$ cat src/hw/rtl/ffrs_pkg.sv
// ffrs_pkg: types and codes for the feeder fault-removal sequencer.
// No dependencies; used by the channel instances and by the top level.
`timescale 1ns / 1ps

package ffrs_pkg;

  localparam int LIMIT_W     = 16;
  localparam int CFG_INDEX_W = 8;

  typedef logic [LIMIT_W-1:0]     limit_t;
  typedef logic [CFG_INDEX_W-1:0] cfg_index_t;

  // register indexes on the configuration port
  localparam cfg_index_t REG_GATHER_LIMIT      = cfg_index_t'(0);
  localparam cfg_index_t REG_OPEN_CHECK_LIMIT  = cfg_index_t'(1);
  localparam cfg_index_t REG_BACKUP_WAIT_LIMIT = cfg_index_t'(2);
  localparam cfg_index_t REG_REJECT_WAIT_LIMIT = cfg_index_t'(3);

  localparam limit_t GATHER_LIMIT_RST      = limit_t'(50);
  localparam limit_t OPEN_CHECK_LIMIT_RST  = limit_t'(200);
  localparam limit_t BACKUP_WAIT_LIMIT_RST = limit_t'(300);
  localparam limit_t REJECT_WAIT_LIMIT_RST = limit_t'(200);

  typedef enum logic [2:0] {
    PH_START    = 3'd0,
    PH_GATHER   = 3'd1,
    PH_DELAY    = 3'd2,
    PH_TREAT    = 3'd3,
    PH_CENTER   = 3'd4,
    PH_BACKUP   = 3'd5,
    PH_BKDETECT = 3'd6,
    PH_DONE     = 3'd7
  } phase_t;

  typedef enum logic [2:0] {
    HO_NONE     = 3'd0,
    HO_INSULATE = 3'd1,
    HO_TRANSFER = 3'd2,
    HO_DISTLOCK = 3'd3,
    HO_PROTLOCK = 3'd4,
    HO_EXIT     = 3'd5
  } hand_off_t;

  typedef enum logic [1:0] {
    ST_NONE   = 2'd0,
    ST_BACKUP = 2'd1,
    ST_INIT   = 2'd2,
    ST_AREA   = 2'd3
  } step_t;

  typedef enum logic [1:0] {
    OUT_NONE    = 2'd0,
    OUT_SUCCESS = 2'd1,
    OUT_FAILURE = 2'd2
  } outcome_t;

  typedef struct packed {
    logic restart;
    logic fault_seen;
    logic trigger_seen;
    logic reject_insulate;
    logic transfer_permitted;
    logic income_loss_fault;
    logic in_fault_area;
    logic on_tie_path;
    logic open_permitted;
    logic open_position;
    logic backup_cleared;
    logic neighbour_refused;
  } in_item_t;

  typedef struct packed {
    phase_t    phase_now;
    logic      running;
    logic      open_command;
    logic      send_status;
    logic      send_removal;
    outcome_t  removal_outcome;
    logic      refused_open;
    logic      snapshot_request;
    hand_off_t exit_target;
    step_t     insulate_step;
  } out_item_t;

  typedef struct packed {
    cfg_index_t index;
    limit_t     data;
  } cfg_item_t;

endpackage

$ cat src/hw/rtl/ffrs_chan_if.sv
// ffrs_chan_if: valid/ready channel carrying one payload item.
// Payload type is set per instance; no package dependency.
`timescale 1ns / 1ps

interface ffrs_chan_if #(
  parameter type payload_t = logic
);
  logic     valid;
  logic     ready;
  payload_t payload;

  modport source (output valid, output payload, input ready);
  modport sink   (input valid, input payload, output ready);
endinterface

$ cat src/hw/rtl/feeder_fault_removal_sequencer_top.sv
// feeder_fault_removal_sequencer_top: protection sequencer for one line switch.
// Depends on ffrs_pkg and ffrs_chan_if.
//
//   channel | dir | payload      | accepted when
//   in_ch   | in  | in_item_t    | in_ch.valid && in_ch.ready
//   out_ch  | out | out_item_t   | out_ch.valid && out_ch.ready
//   cfg_ch  | in  | cfg_item_t   | cfg_ch.valid && cfg_ch.ready (always ready)
//
// One item per cycle while out_ch is not stalled: the phase/timer update is one level
// of logic from the state registers into the result register.
// in_ch.ready drops only while a result sits unread and out_ch.ready is low.
// Synchronous active-low reset clears state and restores register defaults.
`timescale 1ns / 1ps

module feeder_fault_removal_sequencer_top #(
  parameter int TIMER_WIDTH = 16
) (
  input  logic        clk,
  input  logic        rst_n,
  ffrs_chan_if.sink   in_ch,
  ffrs_chan_if.source out_ch,
  ffrs_chan_if.sink   cfg_ch
);
  import ffrs_pkg::*;

  localparam int CMP_W = (TIMER_WIDTH > LIMIT_W) ? TIMER_WIDTH : LIMIT_W;

  typedef logic [TIMER_WIDTH-1:0] timer_t;

  limit_t    gather_limit_r, open_check_limit_r, backup_wait_limit_r, reject_wait_limit_r;
  phase_t    phase_r, phase_nxt;
  logic      sub_step_r, sub_step_nxt;
  timer_t    elapsed_r, elapsed_nxt;
  limit_t    active_limit_r, active_limit_nxt;
  logic      first_send_r, first_send_nxt;
  logic      run_flag_r, run_flag_nxt;
  hand_off_t hand_off_r, hand_off_nxt;
  step_t     hand_off_step_r, hand_off_step_nxt;
  out_item_t out_r, out_nxt;
  logic      out_valid_r;

  in_item_t  it;
  logic      in_acc;
  logic      over;
  logic      open_cmd, st_msg, rm_msg, rej, snap;
  outcome_t  outcome;

  assign it           = in_ch.payload;
  assign in_ch.ready  = !out_valid_r || out_ch.ready;
  assign in_acc       = in_ch.valid && in_ch.ready;
  assign cfg_ch.ready = 1'b1;
  assign out_ch.valid   = out_valid_r;
  assign out_ch.payload = out_r;

  // configuration registers
  always_ff @(posedge clk) begin
    if (!rst_n) begin
      gather_limit_r      <= GATHER_LIMIT_RST;
      open_check_limit_r  <= OPEN_CHECK_LIMIT_RST;
      backup_wait_limit_r <= BACKUP_WAIT_LIMIT_RST;
      reject_wait_limit_r <= REJECT_WAIT_LIMIT_RST;
    end else if (cfg_ch.valid && cfg_ch.ready) begin
      case (cfg_ch.payload.index)
        REG_GATHER_LIMIT:      gather_limit_r      <= cfg_ch.payload.data;
        REG_OPEN_CHECK_LIMIT:  open_check_limit_r  <= cfg_ch.payload.data;
        REG_BACKUP_WAIT_LIMIT: backup_wait_limit_r <= cfg_ch.payload.data;
        REG_REJECT_WAIT_LIMIT: reject_wait_limit_r <= cfg_ch.payload.data;
        default: ;
      endcase
    end
  end

  // next state and result for one tick
  always_comb begin
    phase_nxt         = phase_r;
    sub_step_nxt      = sub_step_r;
    active_limit_nxt  = active_limit_r;
    first_send_nxt    = first_send_r;
    run_flag_nxt      = run_flag_r;
    hand_off_nxt      = hand_off_r;
    hand_off_step_nxt = hand_off_step_r;
    open_cmd = 1'b0;
    st_msg   = 1'b0;
    rm_msg   = 1'b0;
    rej      = 1'b0;
    snap     = 1'b0;
    outcome  = OUT_NONE;

    // timer counts first, saturating
    elapsed_nxt = (elapsed_r == '1) ? elapsed_r : elapsed_r + timer_t'(1);
    over = CMP_W'(elapsed_nxt) >= CMP_W'(active_limit_r);

    case (phase_r)
      PH_START: begin
        if (it.fault_seen) begin
          run_flag_nxt = 1'b1; st_msg = 1'b1; snap = 1'b1;
          active_limit_nxt = gather_limit_r; elapsed_nxt = '0;
          sub_step_nxt = 1'b0; phase_nxt = PH_GATHER;
        end else if (it.trigger_seen) begin
          run_flag_nxt = 1'b1; st_msg = 1'b1;
          active_limit_nxt = gather_limit_r; elapsed_nxt = '0;
          first_send_nxt = 1'b1; sub_step_nxt = 1'b0; phase_nxt = PH_DELAY;
        end else if (it.reject_insulate || (!it.transfer_permitted && it.income_loss_fault)) begin
          run_flag_nxt = 1'b1;
          hand_off_nxt = HO_INSULATE; hand_off_step_nxt = ST_BACKUP; phase_nxt = PH_DONE;
        end else if (it.transfer_permitted) begin
          run_flag_nxt = 1'b1; sub_step_nxt = 1'b0;
          hand_off_nxt = HO_TRANSFER; hand_off_step_nxt = ST_NONE; phase_nxt = PH_DONE;
        end
      end
      PH_GATHER: begin
        if (over) phase_nxt = PH_TREAT;
      end
      PH_DELAY: begin
        if (!sub_step_r) begin
          if (over) begin
            if (it.fault_seen) phase_nxt = PH_TREAT;
            else sub_step_nxt = 1'b1;
          end else if (it.fault_seen && first_send_r) begin
            first_send_nxt = 1'b0; st_msg = 1'b1;
          end
        end else begin
          phase_nxt = PH_DONE;
          if (it.in_fault_area && it.on_tie_path) begin
            hand_off_nxt = HO_INSULATE; hand_off_step_nxt = ST_INIT;
          end else if (it.on_tie_path) begin
            hand_off_nxt = HO_INSULATE; hand_off_step_nxt = ST_AREA;
          end else begin
            hand_off_nxt = HO_EXIT; hand_off_step_nxt = ST_NONE;
          end
        end
      end
      PH_TREAT: begin
        if (it.in_fault_area) begin
          if (it.open_permitted) begin
            open_cmd = 1'b1;
            active_limit_nxt = open_check_limit_r; elapsed_nxt = '0;
            sub_step_nxt = 1'b0; phase_nxt = PH_CENTER;
          end
        end else begin
          active_limit_nxt = backup_wait_limit_r; elapsed_nxt = '0;
          phase_nxt = PH_BACKUP;
        end
      end
      PH_CENTER: begin
        if (!sub_step_r) begin
          if (over) begin
            rej = 1'b1; st_msg = 1'b1; sub_step_nxt = 1'b1;
            active_limit_nxt = reject_wait_limit_r; elapsed_nxt = '0;
          end else if (!it.fault_seen && it.open_position) begin
            outcome = OUT_SUCCESS; rm_msg = 1'b1;
            hand_off_nxt = HO_DISTLOCK; hand_off_step_nxt = ST_NONE; phase_nxt = PH_DONE;
          end
        end else begin
          if (over) begin
            outcome = OUT_FAILURE; rm_msg = 1'b1;
            hand_off_nxt = HO_PROTLOCK; hand_off_step_nxt = ST_NONE; phase_nxt = PH_DONE;
          end else if (!it.fault_seen || it.backup_cleared) begin
            outcome = OUT_SUCCESS; rm_msg = 1'b1;
            hand_off_nxt = HO_PROTLOCK; hand_off_step_nxt = ST_NONE; phase_nxt = PH_DONE;
          end
        end
      end
      PH_BACKUP: begin
        if (over) begin
          if (it.open_permitted) begin
            open_cmd = 1'b1;
            active_limit_nxt = open_check_limit_r; elapsed_nxt = '0;
            phase_nxt = PH_BKDETECT;
          end
        end else begin
          // later checks override earlier ones
          if (!it.fault_seen) begin
            hand_off_nxt = HO_EXIT; hand_off_step_nxt = ST_NONE; phase_nxt = PH_DONE;
          end
          if (it.neighbour_refused && it.open_permitted) begin
            open_cmd = 1'b1;
            active_limit_nxt = open_check_limit_r; elapsed_nxt = '0;
            hand_off_nxt = HO_NONE; hand_off_step_nxt = ST_NONE; phase_nxt = PH_BKDETECT;
          end
          if (it.backup_cleared) begin
            hand_off_nxt = HO_DISTLOCK; hand_off_step_nxt = ST_NONE; phase_nxt = PH_DONE;
          end
        end
      end
      PH_BKDETECT: begin
        if (over) begin
          rej = 1'b1; st_msg = 1'b1;
          hand_off_nxt = HO_PROTLOCK; hand_off_step_nxt = ST_NONE; phase_nxt = PH_DONE;
        end else if (!it.fault_seen) begin
          outcome = OUT_SUCCESS; rm_msg = 1'b1;
          hand_off_nxt = HO_DISTLOCK; hand_off_step_nxt = ST_NONE; phase_nxt = PH_DONE;
        end
      end
      PH_DONE: begin
        if (it.restart) begin
          phase_nxt = PH_START; hand_off_nxt = HO_NONE; hand_off_step_nxt = ST_NONE;
        end
      end
      default: ;
    endcase

    out_nxt.phase_now        = phase_nxt;
    out_nxt.running          = run_flag_nxt;
    out_nxt.open_command     = open_cmd;
    out_nxt.send_status      = st_msg;
    out_nxt.send_removal     = rm_msg;
    out_nxt.removal_outcome  = outcome;
    out_nxt.refused_open     = rej;
    out_nxt.snapshot_request = snap;
    out_nxt.exit_target      = hand_off_nxt;
    out_nxt.insulate_step    = hand_off_step_nxt;
  end

  always_ff @(posedge clk) begin
    if (!rst_n) begin
      phase_r         <= PH_START;
      sub_step_r      <= 1'b0;
      elapsed_r       <= '0;
      active_limit_r  <= '0;
      first_send_r    <= 1'b0;
      run_flag_r      <= 1'b0;
      hand_off_r      <= HO_NONE;
      hand_off_step_r <= ST_NONE;
      out_valid_r     <= 1'b0;
    end else begin
      if (in_acc) begin
        phase_r         <= phase_nxt;
        sub_step_r      <= sub_step_nxt;
        elapsed_r       <= elapsed_nxt;
        active_limit_r  <= active_limit_nxt;
        first_send_r    <= first_send_nxt;
        run_flag_r      <= run_flag_nxt;
        hand_off_r      <= hand_off_nxt;
        hand_off_step_r <= hand_off_step_nxt;
        out_valid_r     <= 1'b1;
      end else if (out_ch.ready) begin
        out_valid_r <= 1'b0;
      end
    end
  end

  always_ff @(posedge clk) begin
    if (in_acc) out_r <= out_nxt;
  end

  // an accepted item always leaves a result waiting
  a_result_after_accept: assert property (@(posedge clk) disable iff (!rst_n)
    in_acc |=> out_valid_r)
    else $error("no result after accepted item");

  // outside the done phase no hand-off target is held
  a_handoff_only_done: assert property (@(posedge clk) disable iff (!rst_n)
    (phase_r != PH_DONE) |-> (hand_off_r == HO_NONE && hand_off_step_r == ST_NONE))
    else $error("hand-off target held outside done phase");

  // a removal message always carries an outcome, and only then
  a_removal_outcome: assert property (@(posedge clk) disable iff (!rst_n)
    out_valid_r |-> (out_r.send_removal == (out_r.removal_outcome != OUT_NONE)))
    else $error("removal outcome without removal message");

  // the open command leads into an open-detect phase, or into done when a
  // backup clearance on the same tick overrides the neighbour refusal
  a_open_cmd_phase: assert property (@(posedge clk) disable iff (!rst_n)
    (out_valid_r && out_r.open_command) |->
      (out_r.phase_now == PH_CENTER || out_r.phase_now == PH_BKDETECT ||
       out_r.phase_now == PH_DONE))
    else $error("open command outside detect phases");

endmodule

$ cat src/flat_wrapper.sv
// flat-port wrapper written by rule: the top's interface ports become plain ports
module feeder_fault_removal_sequencer_top_flat import ffrs_pkg::*;
#(
  parameter int TIMER_WIDTH = 16
)
  (clk, rst_n, in_ch_valid, in_ch_payload, in_ch_ready, out_ch_valid, out_ch_payload, out_ch_ready, cfg_ch_valid, cfg_ch_payload, cfg_ch_ready);
  ffrs_chan_if #(.payload_t(in_item_t)) in_ch_i ();
  ffrs_chan_if #(.payload_t(out_item_t)) out_ch_i ();
  ffrs_chan_if #(.payload_t(cfg_item_t)) cfg_ch_i ();
  input  logic clk;
  input  logic rst_n;
  input wire logic [$bits(in_ch_i.valid)-1:0] in_ch_valid;
  input wire logic [$bits(in_ch_i.payload)-1:0] in_ch_payload;
  output wire logic [$bits(in_ch_i.ready)-1:0] in_ch_ready;
  output wire logic [$bits(out_ch_i.valid)-1:0] out_ch_valid;
  output wire logic [$bits(out_ch_i.payload)-1:0] out_ch_payload;
  input wire logic [$bits(out_ch_i.ready)-1:0] out_ch_ready;
  input wire logic [$bits(cfg_ch_i.valid)-1:0] cfg_ch_valid;
  input wire logic [$bits(cfg_ch_i.payload)-1:0] cfg_ch_payload;
  output wire logic [$bits(cfg_ch_i.ready)-1:0] cfg_ch_ready;
  assign in_ch_i.valid = in_ch_valid;
  assign in_ch_i.payload = in_ch_payload;
  assign in_ch_ready = in_ch_i.ready;
  assign out_ch_valid = out_ch_i.valid;
  assign out_ch_payload = out_ch_i.payload;
  assign out_ch_i.ready = out_ch_ready;
  assign cfg_ch_i.valid = cfg_ch_valid;
  assign cfg_ch_i.payload = cfg_ch_payload;
  assign cfg_ch_ready = cfg_ch_i.ready;
  feeder_fault_removal_sequencer_top #(.TIMER_WIDTH(TIMER_WIDTH)) u_core (.clk(clk), .rst_n(rst_n), .in_ch(in_ch_i), .out_ch(out_ch_i), .cfg_ch(cfg_ch_i));
endmodule
$ cat config.mk
export PLATFORM = sky130hd
export DESIGN_NAME = feeder_fault_removal_sequencer_top_flat
export DESIGN_NICKNAME = d
export VERILOG_FILES = /design/src/hw/rtl/ffrs_pkg.sv /design/src/hw/rtl/ffrs_chan_if.sv /design/src/hw/rtl/feeder_fault_removal_sequencer_top.sv /design/src/flat_wrapper.sv
export SDC_FILE = /design/constraint.sdc
export NUM_CORES = 1
export LEC_CHECK = 0
export BUFFER_PORTS_ARGS = -buffer_cell sky130_fd_sc_hd__buf_2
export CORE_MARGIN = 2
export CORE_UTILIZATION = 35
export CTS_BUF_LIST = sky130_fd_sc_hd__clkbuf_4 sky130_fd_sc_hd__clkbuf_8
export CTS_CLUSTER_DIAMETER = 50
export CTS_CLUSTER_SIZE = 24
export DETAILED_ROUTE_END_ITERATION = 10
export GPL_ROUTABILITY_DRIVEN = 0
export PLACE_DENSITY_LB_ADDON = 0.25
export SLEW_MARGIN = 5
export SYNTH_ARGS = -nofsm -noshare
export SYNTH_HDL_FRONTEND = slang
export SYNTH_SLANG_ARGS = --single-unit
export TNS_END_PERCENT = 30
$ cat constraint.sdc
create_clock -name clk -period 9.6 [get_ports clk]
set_clock_uncertainty 0.2 [all_clocks]
set_input_delay 2.4 -clock clk [delete_from_list [all_inputs] [get_ports clk]]
set_output_delay 2.4 -clock clk [all_outputs]
set_load 0.01 [all_outputs]
== Yosys cells after proc, flatten, opt, wreduce, memory -nomap -nowiden ==
Cells that the tools add are included.
Storage, ports and cells
  input bits: 41
  register bits: 124
  output and inout port bits: 19
  logic and storage cells: 209
Operators by class
  reductions and logical operators: 25
  eq/ne operators: 24
  $add $sub $neg: 1
  magnitude comparators: 1
  muxes and demuxes: 135
Operators with widths (number)
  16-bit two-way mux: 17
  16-bit case mux with 4 select lines: 2
  3-bit two-way mux: 41
  2-bit two-way mux: 22
  1-bit two-way mux: 43
  3-bit case mux with 8 select lines: 1
  3-bit case mux with 6 select lines: 1
  16-bit by 1-bit adder with 16-bit output, second input constant: 1
  16-bit equality test, second input constant: 1
  8-bit by 2-bit equality test with 1-bit output, second input constant: 2
  16-bit greater-or-equal comparator: 1
  2-bit != test, second input constant: 7
  3-bit equality test, second input constant: 4
  2-bit case mux with 6 select lines: 1
  6-bit AND reduction: 2
  8-bit by 1-bit equality test with 1-bit output, second input constant: 1
  8-bit logical NOT: 1
  4-bit != test, second input constant: 2
  1-bit case mux with 2 select lines: 4
  1-bit case mux with 4 select lines: 2
  2-bit AND reduction: 4
  4-bit nonzero test: 2
  7-bit AND reduction: 1
  3-bit by 2-bit equality test with 1-bit output, second input constant: 2
  other kinds (10): 21

== Longest topological paths before layout ==
  depth after elaboration: 7
  gate-level depth with buffers: 18
  depth with buffers taken out: 15

== Worst setup path before layout ==
Ideal clock, no wire load.
  path type: input port to output port
  start: input port out_ch_ready
  end: output port in_ch_ready
  data required time: 7.000 ns
  arrival time: 2.580 ns
  buffers on the path: 0
  path slack: 4.420 ns
  cell stages on the path: 1
  path through: nand2b_1
On the way
  cells in the longest elaborated chain, start to end: 1
RTL lines
  start: declaration: line flat_wrapper.sv:17  | input wire logic [$bits(out_ch_i.ready)-1:0] out_ch_ready;
  1-bit logical OR: line feeder_fault_removal_sequencer_top.sv:49  | assign in_ch.ready = !out_valid_r || out_ch.ready;
  end: declaration: line flat_wrapper.sv:14  | output wire logic [$bits(in_ch_i.ready)-1:0] in_ch_ready;
Every way passes these cells.

== Worst setup path after layout ==
Same ends and word-level chain as after synthesis.

==> report_table.html <==
<table>
<tr><th>Metric</th><th>Value</th></tr>
<tr><th colspan="2">Run status</th></tr>
<tr><td>Status</td><td>complete, no violations</td></tr>
<tr><th colspan="2">Layout</th></tr>
<tr><td>Antenna fix cells</td><td>0</td></tr>
<tr><td>Syn-to-layout area delta</td><td>11.26%</td></tr>
<tr><td>Share of post-route cells with drive strength above 1</td><td>13.76%</td></tr>
<tr><td>Number of nets in the final layout</td><td>888</td></tr>
<tr><td>Area taken by flip-flops and latches</td><td>2643 um^2</td></tr>
<tr><td>Layout filler cell count</td><td>2033</td></tr>
<tr><td>Area of the multi-input gates</td><td>4014 um^2</td></tr>
<tr><th colspan="2">Clock tree</th></tr>
<tr><td>Clk_lat worst skew</td><td>460 ps</td></tr>
<tr><td>CTS hold repair buffers</td><td>0</td></tr>
<tr><td>Cts repair resizes</td><td>0</td></tr>
<tr><td>Bufs on Longest Clock Path</td><td>2</td></tr>
<tr><td>CTS tree</td><td>built</td></tr>
<tr><td>Post-CTS Setup Inserts</td><td>0</td></tr>
<tr><td>Root buffer cell</td><td>clkbuf_8</td></tr>
<tr><td>Num Clock Sinks</td><td>124</td></tr>
<tr><td>H-tree lvl count</td><td>4</td></tr>
<tr><td>Clock transition at path regs</td><td>80 ps</td></tr>
<tr><td>Total clock buffers created by CTS</td><td>17</td></tr>
<tr><th colspan="2">Setup path</th></tr>
<tr><td>CP Data Required Time</td><td>7000 ps</td></tr>
<tr><td>Master of the slowest instance on the critical path</td><td>nand2b_1</td></tr>
<tr><td>Maximum single-stage delay on the critical path</td><td>150 ps</td></tr>
<tr><td>Crit path max-delay family</td><td>buffers and inverters</td></tr>
<tr><td>Worst R2R Path Depth</td><td>15</td></tr>
<tr><td>Endpoint of the lowest-slack register-to-register path</td><td>u_core.out_ch.payload[4]</td></tr>
<tr><td>FF-to-FF setup slack</td><td>4810 ps</td></tr>
<tr><td>Launch point of the worst reg-to-reg path</td><td>u_core.elapsed_r[0]</td></tr>
<tr><td>Crit path buffers/inverters</td><td>2</td></tr>
<tr><td>Critical path peak fanout</td><td>3</td></tr>
<tr><td>Crit path launch type</td><td>input pin</td></tr>
<tr><td>Most used cell, CP</td><td>buf_2</td></tr>
<tr><td>Critical path type</td><td>input pin to primary output</td></tr>
<tr><td>Crit. End Element</td><td>primary output</td></tr>
<tr><td>Cell Chain, Critical Path</td><td>buf_2 -&gt; nand2b_1 -&gt; buf_2</td></tr>
<tr><td>Data arrival at the endpoint of the critical path</td><td>2780 ps</td></tr>
<tr><th colspan="2">GRT</th></tr>
<tr><td>Largest net degree at the start of global routing</td><td>96</td></tr>
<tr><td>Total congestion overflow after global routing</td><td>0</td></tr>
<tr><td>First-pass GRT wire length</td><td>30160 um</td></tr>
<tr><td>Number of global-route vias before repair</td><td>5667</td></tr>
<tr><td>Antenna violations before repair</td><td>0</td></tr>
<tr><td>GR Util All Layers</td><td>17.74%</td></tr>
<tr><th colspan="2">Route</th></tr>
<tr><td>Iter 0 DRT Violations</td><td>362</td></tr>
<tr><td>Number of remaining DRC errors</td><td>0</td></tr>
<tr><td>Wire length reported by the detailed router</td><td>18790 um</td></tr>
<tr><td>First-pass iteration count of the detailed router</td><td>5</td></tr>
<tr><td>Vias</td><td>6061</td></tr>
<tr><td>Post-route antenna net violation count</td><td>0</td></tr>
<tr><td>Routed len/inst</td><td>16.96 um</td></tr>
<tr><td>Routed via count divided by cell count</td><td>5.470</td></tr>
<tr><th colspan="2">Worst hold path</th></tr>
<tr><td>Min-Delay Path Depth</td><td>2</td></tr>
<tr><td>Launch instance of the worst min-delay path</td><td>u_core.open_check_limit_r[11]</td></tr>
<tr><td>Type of the worst min-delay path</td><td>register to register</td></tr>
<tr><td>Hold Crit Endpoint</td><td>u_core.open_check_limit_r[11]</td></tr>
<tr><th colspan="2">Synth</th></tr>
<tr><td>Most frequently used flop master after synthesis</td><td>dfxtp_1</td></tr>
<tr><td>Synthesized Nets</td><td>863</td></tr>
<tr><td>Count of flip-flops with a built-in enable after synthesis</td><td>16</td></tr>
<tr><td>Area fraction of the dominant cell type after synthesis</td><td>30.69%</td></tr>
<tr><td>Sequential share of the synthesized area</td><td>37.51%</td></tr>
<tr><td>Mean instance size in the synthesized netlist</td><td>8.751 um^2</td></tr>
<tr><td>Post-synth ARST share</td><td>0%</td></tr>
<tr><td>Cell type with the highest aggregate area in the netlist</td><td>dfxtp_1</td></tr>
<tr><td>Number of unique standard cell types used by synthesis</td><td>72</td></tr>
<tr><td>Post-synthesis register bit count</td><td>124</td></tr>
<tr><td>Post-synthesis instance area</td><td>7044 um^2</td></tr>
<tr><td>Synth Instances</td><td>805</td></tr>
<tr><td>Largest cells by area after synthesis</td><td>dfxtp_1 31%, mux2i_1 9.9%, edfxtp_1 6.8%</td></tr>
<tr><td>Synthesis warning total</td><td>0</td></tr>
<tr><th colspan="2">Timing</th></tr>
<tr><td>Count of final setup violators</td><td>0</td></tr>
<tr><td>Worst rel slew slack</td><td>31.20%</td></tr>
<tr><td>Setup repair after global routing missed its margin</td><td>false</td></tr>
<tr><td>Final period util</td><td>56.06%</td></tr>
<tr><td>Final Hold Fails</td><td>0</td></tr>
<tr><td>Slew of the pin with the lowest slew margin</td><td>1031 ps</td></tr>
<tr><td>Final-report max-slew violation count</td><td>0</td></tr>
<tr><td>Final total negative setup slack</td><td>0 ps</td></tr>
<tr><td>Final WS setup</td><td>4219 ps</td></tr>
<tr><td>Upper clock frequency limit</td><td>185.8 MHz</td></tr>
<tr><td>Final worst path period need</td><td>5381 ps</td></tr>
<tr><th colspan="2">Pwr</th></tr>
<tr><td>Peak supply drop</td><td>0.08917 mV</td></tr>
<tr><td>Total leakage power</td><td>3.040 nW</td></tr>
<tr><td>Power per unit of standard cell area</td><td>161.0 nW/um^2</td></tr>
<tr><th colspan="2">Floorplanning</th></tr>
<tr><td>Width of the die</td><td>145.9 um</td></tr>
<tr><td>Core area</td><td>19590 um^2</td></tr>
<tr><td>Initial core utilization</td><td>35.96%</td></tr>
<tr><td>DIE HEIGHT</td><td>145.9 um</td></tr>
<tr><td>Row count</td><td>51</td></tr>
<tr><td>Overall die area</td><td>21280 um^2</td></tr>
<tr><td>Number of top-level design ports</td><td>60</td></tr>
<tr><th colspan="2">Place</th></tr>
<tr><td>Buffers added on ports</td><td>58</td></tr>
<tr><td>Sum of net half-perimeters after detailed placement</td><td>11950 um</td></tr>
<tr><td>Setup Slack @ Placement</td><td>4215 ps</td></tr>
<tr><th colspan="2">Flow run</th></tr>
<tr><td>Max capacitance violation total</td><td>0</td></tr>
</table>
## per-stage QoR
step	instance area, um^2	utilization (%)	total power [mW]	hold slack [ps]	instances
final	7838	40.01	1.262	272.9	1108
after floorplan	7044	-	0.7374	245.3	805
after detailed placement	7440	37.98	0.8009	262.0	1076
after global routing	7838	40.01	1.322	297.5	1108
after CTS	7838	40.01	1.272	274.3	1108
after global placement	7440	37.98	0.8012	258.3	1076
## layer usage
layer  vias to the layer above  track usage, %  wire length [um]
met5                         -               0                 0
met4                         0           5.735               312
met3                        27           3.699               874
met2                       176           28.14              8579
met1                      2885           24.12              9026
li1                       2973               -                 -
## how the worst max path moves through the flow
stage                  from     endpoint  slack [ps]  cells after the start
5_1_grt        out_ch_ready  in_ch_ready        4200                      3
2_1_floorplan  out_ch_ready  in_ch_ready        4420                      1
4_1_cts        out_ch_ready  in_ch_ready        4220                      3
3_5_place_dp   out_ch_ready  in_ch_ready        4220                      3
3_3_place_gp   out_ch_ready  in_ch_ready        4210                      3
6_report       out_ch_ready  in_ch_ready        4220                      3
## worst reg2reg max path: stages (launching register included)
cell and delay [ps]:
dfxtp_1 430, ha_1 230, nand3_1 160, nor4_2 410
nand3_1 360, nand2b_1 240, nor2_1 70, xor2_1 150
ha_1 300, nand2_1 70, nor3_2 300, a21oi_1 160
nand3_1 490, nor2_1 210, o311ai_0 570, o31a_1 280
## cells by family after synthesis
logic type	count (synthesis)	synth area share, %
multiplexers	70	9.947
AO/OA/AOI/OAI	214	22.63
flip-flops	124	37.51
XOR/XNOR	22	2.735
other	1	0.05323
adder cells (fa/ha/maj)	17	3.019
AND/OR/NAND/NOR	270	18.47
buffers and inverters	87	5.630
## synthesized netlist by cell type, types with 5 or more instances
master / instances
nor2b_1: 45
nor2_1: 68
a211oi_1: 35
a21boi_0: 14
xor2_1: 9
nand2b_1: 5
buf_2: 17
edfxtp_1: 16
ha_1: 17
a221oi_1: 18
a31oi_1: 11
mux2i_1: 70
xnor2_1: 13
o21ai_0: 27
a21oi_1: 34
nor3_1: 11
nand3_1: 13
dfxtp_1: 108
clkbuf_1: 31
a32o_1: 16
nand2_1: 99
inv_1: 27
o2bb2ai_1: 16
## report_power, final
part / internal [mW] / total [mW] / switching, mW
Combinational: 0.0809 / 0.233 / 0.152
Sequential: 0.544 / 0.558 / 0.0137
Clock: 0.235 / 0.470 / 0.236
## flip-flops by register name, summed over array words and instances (netlist names)
register / cells
u_core.sub_step_r: 1
u_core.elapsed_r: 16
u_core.open_check_limit_r: 16
u_core.reject_wait_limit_r: 16
u_core.hand_off_step_r: 2
u_core.out_ch.valid: 1
u_core.gather_limit_r: 16
u_core.run_flag_r: 1
u_core.backup_wait_limit_r: 16
u_core.active_limit_r: 16
u_core.out_ch.payload: 16
u_core.hand_off_r: 3
u_core.first_send_r: 1
u_core.phase_r: 3
## area by class of cell
class                   count  share of cell area [%]
multi-input cells         594                   51.21
well taps                 265                   4.231
flip-flops and latches    124                   33.72
repair buffers             66                   4.470
inverters                  27                   1.293
clock buffers              17                   2.985
clock inverters            15                   2.091
## layout by cell type (no fill, tap or decap), types with 17 or more instances in the layout
cell / instances
dfxtp_1: 108
nor2_1: 67
ha_1: 17
inv_1: 27
nand2_1: 99
a211oi_1: 35
a221oi_1: 18
clkbuf_8: 17
a21oi_1: 34
mux2i_1: 70
buf_2: 58
o21ai_0: 27
nor2b_1: 45
Note: power is estimated with default switching activity, not from simulation.
